### src/sv/matrix_vector_multiply_top_assert.svh
// assertion macros for the matrix-vector multiply rtl
`ifndef MATRIX_VECTOR_MULTIPLY_TOP_ASSERT_SVH
`define MATRIX_VECTOR_MULTIPLY_TOP_ASSERT_SVH

// same-cycle implication, sampled on clk, off during reset
`define MVM_ASSERT_IMPL(lbl, ante, cons, msg) \
  lbl: assert property (@(posedge clk) disable iff (!rst_n) (ante) |-> (cons)) \
    else $error(msg);

// next-cycle implication, sampled on clk, off during reset
`define MVM_ASSERT_NEXT(lbl, ante, cons, msg) \
  lbl: assert property (@(posedge clk) disable iff (!rst_n) (ante) |=> (cons)) \
    else $error(msg);

`endif

### src/sv/mvm_pkg.sv
// types, constants and helpers shared by the matrix-vector multiply blocks
`default_nettype none

package mvm_pkg;

  localparam int IDX_W      = 8;
  localparam int VAL_W      = 16;
  localparam int ROW_W      = 4;
  localparam int PROD_W     = 32;
  localparam int ACC_W      = 40;
  localparam int QSHIFT     = 8;
  localparam int WDEPTH     = 256;
  localparam int WADDR_W    = 8;
  localparam int MAXRES     = 16;
  localparam int FIFO_DEPTH = 4;
  localparam int FIFO_PW    = $clog2(FIFO_DEPTH);
  localparam int SAT_HI     = 32767;
  localparam int SAT_LO     = -32768;

  typedef enum logic {
    OP_WEIGHT = 1'b0,
    OP_VECTOR = 1'b1
  } op_t;

  typedef struct packed {
    op_t                     op;
    logic                    store;
    logic                    start;
    logic [IDX_W-1:0]        idx;
    logic signed [VAL_W-1:0] value;
  } cmd_t;

  typedef enum logic [1:0] {
    ST_IDLE = 2'b01,
    ST_RUN  = 2'b10
  } state_t;

  // arithmetic shift back to q8.8, then clamp to 16 bits
  function automatic logic signed [VAL_W-1:0] sat_q88(input logic signed [ACC_W-1:0] acc);
    logic signed [ACC_W-1:0] sh;
    sh = acc >>> QSHIFT;
    if (sh > ACC_W'(SAT_HI)) begin
      sat_q88 = VAL_W'(SAT_HI);
    end else if (sh < ACC_W'(SAT_LO)) begin
      sat_q88 = VAL_W'(SAT_LO);
    end else begin
      sat_q88 = VAL_W'(sh);
    end
  endfunction

endpackage

`default_nettype wire

### src/sv/mvm_cmd_fifo.sv
// short command queue between the front end and the mac engine
`default_nettype none

module mvm_cmd_fifo (
  input  wire logic          clk,
  input  wire logic          rst_n,
  input  wire logic          push,
  input  wire mvm_pkg::cmd_t push_data,
  output logic               full,
  input  wire logic          pop,
  output mvm_pkg::cmd_t      pop_data,
  output logic               empty
);
  import mvm_pkg::*;

  cmd_t               mem_r [FIFO_DEPTH];
  logic [FIFO_PW-1:0] wr_ptr_r, wr_ptr_nxt;
  logic [FIFO_PW-1:0] rd_ptr_r, rd_ptr_nxt;
  logic [FIFO_PW:0]   count_r, count_nxt;
  logic               do_push;
  logic               do_pop;

  assign full     = count_r == (FIFO_PW + 1)'(FIFO_DEPTH);
  assign empty    = count_r == '0;
  assign do_push  = push & ~full;
  assign do_pop   = pop & ~empty;
  assign pop_data = mem_r[rd_ptr_r];

  always_comb begin
    wr_ptr_nxt = do_push ? wr_ptr_r + 1'b1 : wr_ptr_r;
    rd_ptr_nxt = do_pop ? rd_ptr_r + 1'b1 : rd_ptr_r;
    count_nxt  = count_r;
    priority if (do_push && !do_pop) begin
      count_nxt = count_r + 1'b1;
    end else if (do_pop && !do_push) begin
      count_nxt = count_r - 1'b1;
    end else begin
      count_nxt = count_r;
    end
  end

  always_ff @(posedge clk) begin
    if (!rst_n) begin
      wr_ptr_r <= '0;
      rd_ptr_r <= '0;
      count_r  <= '0;
    end else begin
      wr_ptr_r <= wr_ptr_nxt;
      rd_ptr_r <= rd_ptr_nxt;
      count_r  <= count_nxt;
    end
  end

  always_ff @(posedge clk) begin
    if (do_push) begin
      mem_r[wr_ptr_r] <= push_data;
    end
  end

endmodule

`default_nettype wire

### config.mk
export PLATFORM = sky130hd
export DESIGN_NAME = mvm_cmd_fifo
export DESIGN_NICKNAME = d
export VERILOG_FILES = /design/src/sv/matrix_vector_multiply_top_assert.svh /design/src/sv/mvm_pkg.sv /design/src/sv/mvm_cmd_fifo.sv
export SDC_FILE = /design/constraint.sdc
export NUM_CORES = 1
export LEC_CHECK = 0
export CORE_ASPECT_RATIO = 0.9
export CORE_UTILIZATION = 55
export DETAILED_ROUTE_END_ITERATION = 8
export DONT_BUFFER_PORTS = 1
export PLACE_DENSITY = 0.81
export SLEW_MARGIN = 5
export SYNTH_ARGS = -nofsm -noshare
export SYNTH_HDL_FRONTEND = slang
export SYNTH_SLANG_ARGS = --single-unit
### constraint.sdc
create_clock -name clk -period 1.88 [get_ports clk]
set_input_delay 0.376 -clock clk [delete_from_list [all_inputs] [get_ports clk]]
set_output_delay 0.376 -clock clk [all_outputs]
set_load 0.02 [all_outputs]
==> After elaboration in Yosys (flattened, before gate mapping) <==
Memory sizes are Yosys's and may differ from the RTL's. A register that Yosys moved wholly into a read port is not among the register bits.
Cells that the tools add are included.
{ "op_classes": {"addsub": 4, "multipliers": 0, "div_mod_pow": 0, "order_cmp": 0, "n_eq_ne": 1, "shift": 0, "muxes": 6, "bitwise_logic": 4, "reduce_logical": 6} }
{ "ops": {"columns": ["op", "count"], "rows": [
  ["3-bit two-way mux", 2],
  ["2-bit by 1-bit adder with 2-bit output (second input constant)", 2],
  ["2-bit two-way mux", 2],
  ["3-bit by 1-bit adder with 3-bit output (second input constant)", 1],
  ["3-bit == test (second input constant)", 1],
  ["3-bit logical NOT", 1],
  ["3-bit by 1-bit subtractor with 3-bit output (second input constant)", 1],
  ["1-bit bitwise AND", 2],
  ["1-bit logical AND", 2],
  ["1-bit logical NOT", 2],
  ["1-bit two-way mux", 2],
  ["1-bit inverter", 2],
  ["2-bit nonzero test", 1]
]} }
{ "word_totals": {"ff_bits": 7, "latch_bits": 0, "mem_bits_rw": 108, "rom_bits": 0, "out_inout_bits": 29, "elab_cells": 25, "n_memories": 1} }
{ "memory_table": {"columns": ["memory", "words", "word_bits", "rd", "rd_clocked_by_memory_dff", "write_ports", "line", "text"], "rows": [
  ["mem_r", 4, 27, 1, 1, 1, "mvm_cmd_fifo.sv:16", "cmd_t mem_r [FIFO_DEPTH];"]
]} }

==> Depth between registers and ports, before layout <==
Gate-level depths: netlist of run 1.
{ "depth": {"ltp_word": 7, "ltp_mapped": 9, "ltp_nobuf": 8} }

==> Least setup slack after synthesis of run 1 <==
Ideal clock, no wire load.
{ "synth_path": {"path_type": "register to register", "start": "reg count_r[0]", "end": "reg count_r[2]", "t_arrival_ns": 2.001, "path_slack_ns": -0.191, "path_stages_with_launch": 10, "n_path_buf": 1, "cell_sequence": "dfxtp_1 -> nor3b_2 -> nor2b_1 -> buf_2 -> ha_1 -> inv_1 -> fa_1 -> xor2_1 -> or3_1 -> a21boi_1"} }
{ "synth_via": {"elab_chain_cells": 6} }
{ "synth_lines": {"columns": ["element", "line", "text"], "rows": [
  ["start: declaration", "mvm_cmd_fifo.sv:19", "logic [FIFO_PW:0] count_r, count_nxt;"],
  ["start signal: assignment", "mvm_cmd_fifo.sv:50", "count_r <= count_nxt;"],
  ["3-bit == test (*)", "mvm_cmd_fifo.sv:23", "assign full = count_r == (FIFO_PW + 1)'(FIFO_DEPTH);"],
  ["named net full", "mvm_cmd_fifo.sv:9", "output logic full,"],
  ["1-bit inverter (*)", "mvm_cmd_fifo.sv:25", "assign do_push = push & ~full;"],
  ["1-bit bitwise AND (*)", "mvm_cmd_fifo.sv:25", null],
  ["named net do_push", "mvm_cmd_fifo.sv:20", "logic do_push;"],
  ["1-bit logical NOT", "mvm_cmd_fifo.sv:35", "end else if (do_pop && !do_push) begin"],
  ["1-bit logical AND", "mvm_cmd_fifo.sv:35", null],
  ["2-bit nonzero test (no source line)", null, null]
]} }
The timed path passes the listed nets; every way through them passes the cells marked *. The select of a mux whose other input is x is not followed.
A chain may end at the register's enable or synchronous reset.

==> results of run 1 <==
-- where the power goes --
part           switching [W]  total [W]  internal, W
clock                0.00112    0.00301      0.00189
combinational        0.00104    0.00190     0.000866
sequential          0.000143    0.00333      0.00318
total                0.00230    0.00824      0.00594
-- worst min path at each step --
stage	end	slack, ns	depth (start not counted)
floorplan	wr_ptr_r[1]	0.47	2
global placement	mem_r[2][0]	0.48	0
detailed placement	mem_r[0][17]	0.48	0
CTS	count_r[2]	0.01	1
global route	wr_ptr_r[1]	0.008	2
finish	count_r[2]	0.04	1
-- metal layers --
| metal | GRT usage | wire length, um |
|---|---|---|
| met4 | 0.0801 | 58 |
| met2 | 0.332 | 3960 |
| met5 | 0 | 0 |
| met3 | 0.0777 | 551 |
| met1 | 0.230 | 2930 |
-- registers in the layout, indices dropped and copies added, names as in the netlist, named ones only --
signal    cells
mem_r       108
wr_ptr_r      2
rd_ptr_r      2
count_r       3
-- cells by family after synthesis --
family,Yosys count,synth area share
fa+ha+maj,6,0.0188
simple gates,17,0.0230
buf+inv,11,0.0196
xor+xnor,4,0.00796
flops,117,0.778
compound gates,4,0.00768
mux,30,0.145
-- stage by stage --
step	hold slack, ns	utilization	cells
finish	0.0386	0.721	356
global route	0.00839	0.721	356
CTS	0.0118	0.717	355
detailed placement	0.475	0.604	295
global placement	0.475	0.604	295
floorplan	0.468	-	189
-- final cells by class --
type / instances / share of cell area
Inverter: 3 / 0.00204
Multi-Input combinational cell: 61 / 0.167
Clock buffer: 17 / 0.0750
Tap cell: 96 / 0.0217
Timing Repair Buffer: 47 / 0.0850
Sequential cell: 117 / 0.621
Clock inverter: 15 / 0.0279
-- repair_timing --
action | in CTS | in global routing
cloned | 0 | 1
gates resized for setup | 6 | 1
endpoints found under the setup margin | 28 | 28
hold buffers | 28 | 0
endpoints found under the hold margin | 112 | 0
-- worst max-delay path, delay by kind of cell (launching register included) --
kind	cells	cell delay, ns
buf+inv	1	0.19
mux	1	0.59
flops	1	0.40
-- layout by cell type, fill, tap and decap left out, types with 2 or more instances in the layout --
master,netlist,layout
edfxtp_1,108,108
dlygate4sd3_1,0,28
mux4_2,27,27
clkbuf_16,0,17
buf_4,0,15
and2_1,8,8
dfxtp_1,9,5
nand2_1,4,4
ha_1,5,4
clkinvlp_4,0,4
inv_6,0,4
clkinv_2,0,4
xnor2_1,3,3
mux2i_1,3,3
dfxtp_2,0,3
inv_1,3,2
bufinv_16,0,2
buf_12,2,2
==> metrics, run 1 <==
hold crit path type input pin to flip-flop; slowest stage cell, crit path mux4_2; clock latency on the worst-skew pair ~0.49 ns; Filler Cells Inserted 467; number of nets with antenna violations after routing 0; status finished with violations; Startpoint Class flip-flop; final setup vio count 28; Clk Tree Root Cell clkbuf_8; DR DRC count 0; Hold Vio Cnt, Final 0; fin nets 284; area share of the largest cell type after synthesis 0.737; DR pass1 iterations 5; critical-path cell list clkbuf_16, mux4_2; dominant synthesized flop cell edfxtp_1; total power 0.00824 W; Period minus WS final 2.04 ns; post-synth net total roughly 230; DP HPWL 4460 um; max frequency 490 MHz; clk_skew 0.0101 ns; # rows 30; Req. time, crit path 1.50 ns; crit path max fanout 8; fin. max-slew vios 0; clk buf depth 2; Final Cycle Share 1.09; register area share after synthesis 0.778; post-synthesis sequential element count 117; post-route cell area 5520 um2; Post-synth ARST share 0; slew margin rel. 0.790; Post-Route WL roughly 7500 um; Critical Path Sink pop_data[23]; failing checks setup timing; beginning of the worst hold path rst_n; R2R Path Start count_r[2]; GPL Wtd Cong about 0.74; TNS Setup -3.86 ns; most common cell in the netlist edfxtp_1; IO Count 60; grt ovf 0; endpoint type of the worst setup path output pin; CTS tree built; Initial Utilization 0.575; antenna cells 0; number of flops mapped to enable cells by yosys between 100 and 150; Num CTS Buffers 17; vias ~2000; Die ar. 8360 um2; area occupied by multi-input gates 923 um2; Post-synth top cells 108 x edfxtp_1, 27 x mux4_2, 9 x dfxtp_1; r2r setup slk -0.04 ns; slew at the pin closest to its max-slew limit 0.310 ns; CP peak stage delay 0.59 ns; arrival time of the worst setup path about 1.7 ns; Post-Synthesis Cells 189; synth unique cells 23; H-tree depth 4; Syn Std Cell Area 4400 um2; top cells by area, synth edfxtp_1 74%, mux4_2 14%, dfxtp_1 4.1%; Port Buffers 0; die height 86.9 um; pwr/cell area 1490 nW/um2; antenna violations before repair 0; RSZ-0062 raised after global routing true; synthesis-to-layout area growth 25.5%; Chip Width 96.3 um; wire per inst 21.1 um; Pleak 1.84 nW; CTS Sinks 117; Synthesis Warnings 0; Total GRT Usage 0.199; fin worst setup slack -0.161 ns; dpl cell area 4630 um2; max cap viols 0; R2R depth 8; Post-Place Setup Slack -0.104 ns; syn avg cell area 23.3 um2; proportion of layout cells with a drive suffix above 1 0.338; Crit Path Category flip-flop to output pin; post-CTS setup buffers 0; register area 3430 um2; Core Box Area 7660 um2; pin count of the biggest net entering global routing 17; clock transition at the registers of the reported paths 0.06 ns; vias in the first global route 2168; Worst IR Drop VDD 0.909 mV; area leader, netlist edfxtp_1; reg-to-reg endpoint count_r[2]; first-pass GRT wire length 11300 um; Vias/cell 5.69; DRT iter0 DRCs around 90
No activity file was read; power rests on OpenSTA's default activity.
==> inputs of run 2 (changes only) <==
Settings changed: CORE_UTILIZATION 55 to 56, PLACE_DENSITY 0.81 to 0.82.
==> run 2 against run 1 <==
The run still ends with setup timing left. Register-to-register slack improved by 0.02 ns. Sequential share of layout area decreased by 0.68 points. Combinational power increased by 5%. Critical path depth unchanged. Clock-buffer cell count unchanged. Power increased by 1.1%. Critical path type unchanged. Largest cell class unchanged. Highest routed layer unchanged.
==> metrics, run 2 (same netlist as run 1, synthesis figures left out) <==
clock latency on the worst-skew pair 0.51 ns (+0.02 ns); Startpoint Class flip-flop; Core Box Area 7580 um2 (-0.98%); Net Sw Frac 0.280 (+0.000550); clk buf depth 2 (unchanged); Post-Place Cells 291 (-1.4%); Post-Place Setup Slack -0.110 ns (-0.00629 ns); fin. max-slew vios 0 (unchanged); Port Buffers 0 (unchanged); Comb power frac 0.240 (+0.009); Period minus WS final 2.06 ns (+0.0136 ns); max reg flops 108 (unchanged); arrival time of the worst setup path 1.68 ns (about the same); number of nets with antenna violations after routing 0 (unchanged); Hold Vio Cnt, Final 0 (unchanged); Vias/cell 5.78 (+1.7%); IO Count 60 (unchanged); total power 0.00833 W (+1.1%); Crit Path Category flip-flop to output pin; DP HPWL 4280 um (-3.9%); r2r setup slk -0.02 ns (+0.02 ns); Met1 Wirelength 3010 um (+3.0%); fin worst setup slack -0.175 ns (-0.0136 ns); commonest cells after routing, fill and taps aside 108 x edfxtp_1, 28 x dlygate4sd3_1, 27 x mux4_2, 16 x clkbuf_16; Top reg by flops mem_r; hold crit path type input pin to flip-flop; GPL Wtd Cong 0.670 (-9.0%); Initial Utilization 0.580 (+0.00569); top sig layer met4; CTS tree built; most common cell after layout, fill and taps aside edfxtp_1; vias in the first global route 2139 (-1.3%); pwr/cell area 1490 nW/um2 (about the same); antenna cells 0 (unchanged); clock transition at the registers of the reported paths 0.05 ns (about the same); max cap viols 0 (unchanged); H-tree depth 4 (unchanged); Final Hold Slack 0.0272 ns (-0.0114 ns); grt ovf 0 (unchanged); wire per inst 21.6 um (+2.3%); Die ar. 8220 um2 (-1.7%); vias 2047 (+1.1%); max frequency 487 MHz (-0.66%); Chip Width 95.4 um (-0.88%); antenna violations before repair 0 (unchanged); clock power share 0.361 (-0.004); die height 86.1 um (-0.88%); CTS Sinks 117 (unchanged); crit path max fanout 10 (+2); Num CTS Buffers 17 (unchanged); # rows 30 (unchanged); Req. time, crit path 1.50 ns (about the same); Final Cycle Share 1.09 (+0.00723); synthesis-to-layout area growth 26.9%; endpoint type of the worst setup path output pin; Met2 Routed Length 4040 um (+1.9%); Pint 0.00600 W (+1.1%); Post-Route WL 7630 um (+1.7%); slew margin rel. 0.766 (-0.0243); first-pass GRT wire length 11300 um (+0.18%); Top Registers mem_r (108), count_r (3); slew at the pin closest to its max-slew limit 0.346 ns (+0.0359 ns); DR pass1 iterations 4 (-1); sequential power share 0.399 (-0.005); Worst IR Drop VDD 1.04 mV (+14%); Clk Tree Root Cell clkbuf_8; status finished with violations; post-route insts no fill 354 (-0.56%); Pleak 1.86 nW (+0.88%); sw power 0.00233 W (+1.3%); Total GRT Usage 0.203 (+0.00453); clk_skew 0.00888 ns (-0.00121 ns); pin count of the biggest net entering global routing 28 (+11); fin nets 282 (-0.70%); DRT iter0 DRCs 103 (+12%); proportion of layout cells with a drive suffix above 1 0.329 (-0.00900); final setup vio count 28 (unchanged); RSZ-0062 raised after global routing true; metal3 WL 469 um (-15%); DR DRC count 0 (unchanged); failing checks setup timing
## run 2: critical path, cell delays in order, from the launching register on
cell and delay, ns:
dfxtp_4 0.41, buf_12 0.17, mux4_2 0.60
## run 2: per-stage QoR
step            util  area [um2]  setup TNS (ns)
4_1_cts        0.734        5570           -5.50
2_1_floorplan      -        4440        -0.00161
3_5_place_dp   0.616        4670          -0.110
6_report       0.736        5580           -4.26
3_3_place_gp   0.616        4670               0
5_1_grt        0.736        5580           -6.01
## run 2: routing by layer
metal,GRT usage,up-vias
li1,-,896
met3,0.0913,11
met1,0.232,1060
met5,0,-
met4,0.0814,0
met2,0.334,80
## run 2: path summary, 6_finish.rpt
kind,start,end,cells after the start
setup reg to reg,count_r[2],count_r[2],8
hold / removal,rst_n,wr_ptr_r[1],2
setup / recovery,flip-flop,pop_data[15],2
hold reg to reg,wr_ptr_r[1],wr_ptr_r[1],2
## run 2: cell type report
class / instances / area (um2)
multi-input cells: 61 / 933
clock inverters: 15 / 155
fillers: 436 / 2000
clock buffers: 17 / 414
inverters: 3 / 11.3
repair buffers: 45 / 519
flip-flops and latches: 117 / 3430
well taps: 96 / 120
## run 2: power groups by stage
stage / clock network, W / logic, W / registers, W
global route: 0.00316 / 0.00213 / 0.00335
CTS: 0.00306 / 0.00200 / 0.00333
detailed placement: 0 / 0.00182 / 0.00336
finish: 0.00301 / 0.00200 / 0.00333
floorplan: 0 / 0.00149 / 0.00333
global placement: 0 / 0.00178 / 0.00332
## run 2: what timing repair did
item                       4_1_cts  5_1_grt
hold endpoints to repair       115        0
cloned                           1        0
setup endpoints to repair       28       29
pin swaps                        1        1
buffers inserted                 1        1
hold buffers                    28        0
gates resized for setup          5        2
==> inputs of run 3 (changes only) <==
Settings changed: PLACE_DENSITY 0.82 to 0.74, TNS_END_PERCENT set to 20.
==> run 3 against run 2 <==
The run still ends with setup timing left. Non-clock buffer count unchanged. Clock power is essentially flat. Sequential cell count did not move. Hold slack improved by 0.0022 ns. Clock-buffer cell count grew 4. Clock skew about the same. First-iteration DRC count decreased by 8.7%. Critical path type unchanged. Largest power group unchanged.
==> metrics, run 3 (same netlist as run 1, synthesis figures left out) <==
Req. time, crit path 1.50 ns (about the same); endpoint type of the worst setup path output pin; TNS Setup -3.47 ns (+0.795 ns); antenna cells 0 (unchanged); clock latency on the worst-skew pair 0.49 ns (-0.02 ns); DRT iter0 DRCs 94 (-8.7%); hold crit path type input pin to flip-flop; Num CTS Buffers 17 (unchanged); grt ovf 0 (unchanged); pwr/cell area 1480 nW/um2 (-0.50%); clk buf depth 2 (unchanged); beginning of the worst hold path rst_n; slew margin rel. 0.763 (-0.00253); fin. max-slew vios 0 (unchanged); max frequency 495 MHz (+1.8%); number of nets with antenna violations after routing 0 (unchanged); commonest cells after routing, fill and taps aside 108 x edfxtp_1, 28 x dlygate4sd3_1, 27 x mux4_2, 16 x clkbuf_16, 9 x buf_12; Chip Width 95.4 um (unchanged); slew at the pin closest to its max-slew limit 0.350 ns (+0.00374 ns); Core Box Area 7580 um2 (unchanged); RSZ-0062 raised after global routing true; wire per inst 21.0 um (-2.5%); Total GRT Usage 0.204 (+0.00117); DP HPWL 4500 um (+5.1%); first-pass GRT wire length 11500 um (+1.7%); status finished with violations; max cap viols 0 (unchanged); GPL Wtd Cong 0.802 (+20%); CTS tree built; post-route cell area 5570 um2 (-0.27%); Top Registers mem_r (108), count_r (3); CTS Sinks 117 (unchanged); synthesis-to-layout area growth 26.6%; Hold Vio Cnt, Final 0 (unchanged); pin count of the biggest net entering global routing 28 (unchanged); Worst IR Drop VDD 0.961 mV (-7.6%); final setup vio count 28 (unchanged); proportion of layout cells with a drive suffix above 1 0.306 (-0.0233); Post-Route WL 7440 um (-2.5%); antenna violations before repair 0 (unchanged); DR pass1 iterations 4 (unchanged); die height 86.1 um (unchanged); # rows 30 (unchanged); dpl cell area 4710 um2 (+0.75%); H-tree depth 4 (unchanged); Final Cycle Share 1.07 (-0.0195); clk_skew 0.00923 ns (+0.000356 ns); most common cell after layout, fill and taps aside edfxtp_1; arrival time of the worst setup path 1.64 ns (-0.04 ns); CP peak stage delay 0.61 ns (about the same); vias in the first global route 2233 (+4.4%); Top reg by flops mem_r; slowest stage cell, crit path mux4_2; Initial Utilization 0.580 (unchanged); Crit Path Category flip-flop to output pin; R2R Path Start count_r[2]; Vias/cell 5.58 (-3.6%); clock transition at the registers of the reported paths 0.05 ns (about the same); Pleak 1.85 nW (-0.43%); critical-path cell list buf_12, mux4_2; IO Count 60 (unchanged); fin nets 282 (unchanged); Clk Tree Root Cell clkbuf_8; Die ar. 8220 um2 (unchanged); DR DRC count 0 (unchanged); Startpoint Class flip-flop; crit path max fanout 14 (+4); Port Buffers 0 (unchanged); vias 1974 (-3.6%); Period minus WS final 2.02 ns (-0.0366 ns); max reg flops 108 (unchanged); failing checks setup timing; fin worst setup slack -0.138 ns (+0.0366 ns)
[run 3: cell types whose count changed in the layout (fill, tap and decap cells not counted), moves of 2 or more]
cell      previous run  this run
clkbuf_1             0         4
inv_6                4         0
clkinv_4             4         1
buf_12               7         9
clkinv_2             2         4
[run 3: routing by layer]
layer  share of wire  vias to the layer above  global-route usage
met3           0.057                        4              0.0807
met2            0.56                       54               0.360
li1                -                      895                   -
met4          0.0032                        0              0.0719
met5               0                        -                   0
met1            0.38                     1021               0.223
[run 3: repair_timing]
action,4_1_cts,5_1_grt
setup endpoints to repair,28,28
buffers inserted,0,0
resized for setup,5,0
hold buffers,28,0
hold endpoints to repair,112,0
gates cloned,0,0
[run 3: worst paths after layout]
| kind | to | slack (ns) | cells past startpoint |
|---|---|---|---|
| max | pop_data[23] | -0.14 | 2 |
| min | flip-flop | 0.03 | 1 |
| max reg2reg | count_r[2] | -0.12 | 8 |
| min reg2reg | wr_ptr_r[0] | 0.52 | 2 |
[run 3: area by class of cell]
type	count	area (um2)
flip-flops and latches	117	3430
well taps	96	120
repair buffers	45	520
fillers	428	2010
multi-input cells	61	923
clock inverters	11	134
inverters	3	11.3
clock buffers	21	429
[run 3: power by group]
| part | internal, W | switching, W |
|---|---|---|
| logic | 0.000888 | 0.00107 |
| registers | 0.00318 | 0.000125 |
| clock network | 0.00200 | 0.00101 |
| total | 0.00607 | 0.00220 |
[run 3: per-stage QoR]
stage                     total power, W  worst slack, ns  hold slack (ns)  std cells  utilization
after floorplan                  0.00481         -0.00161            0.468        189            -
after global placement           0.00513           0.0448            0.475        294        0.621
after detailed placement         0.00523           -0.114            0.475        294        0.621
after CTS                        0.00835           -0.175          0.00628        354        0.734
after global routing             0.00860           -0.209          0.00944        354        0.734
final                            0.00827           -0.138           0.0294        354        0.734
[run 3: worst max-delay path: cells and delay by family (launching register included)]
| kind | cells | cell delay (ns) |
|---|---|---|
| multiplexers | 1 | 0.61 |
| flip-flops | 1 | 0.37 |
| buffers and inverters | 1 | 0.17 |
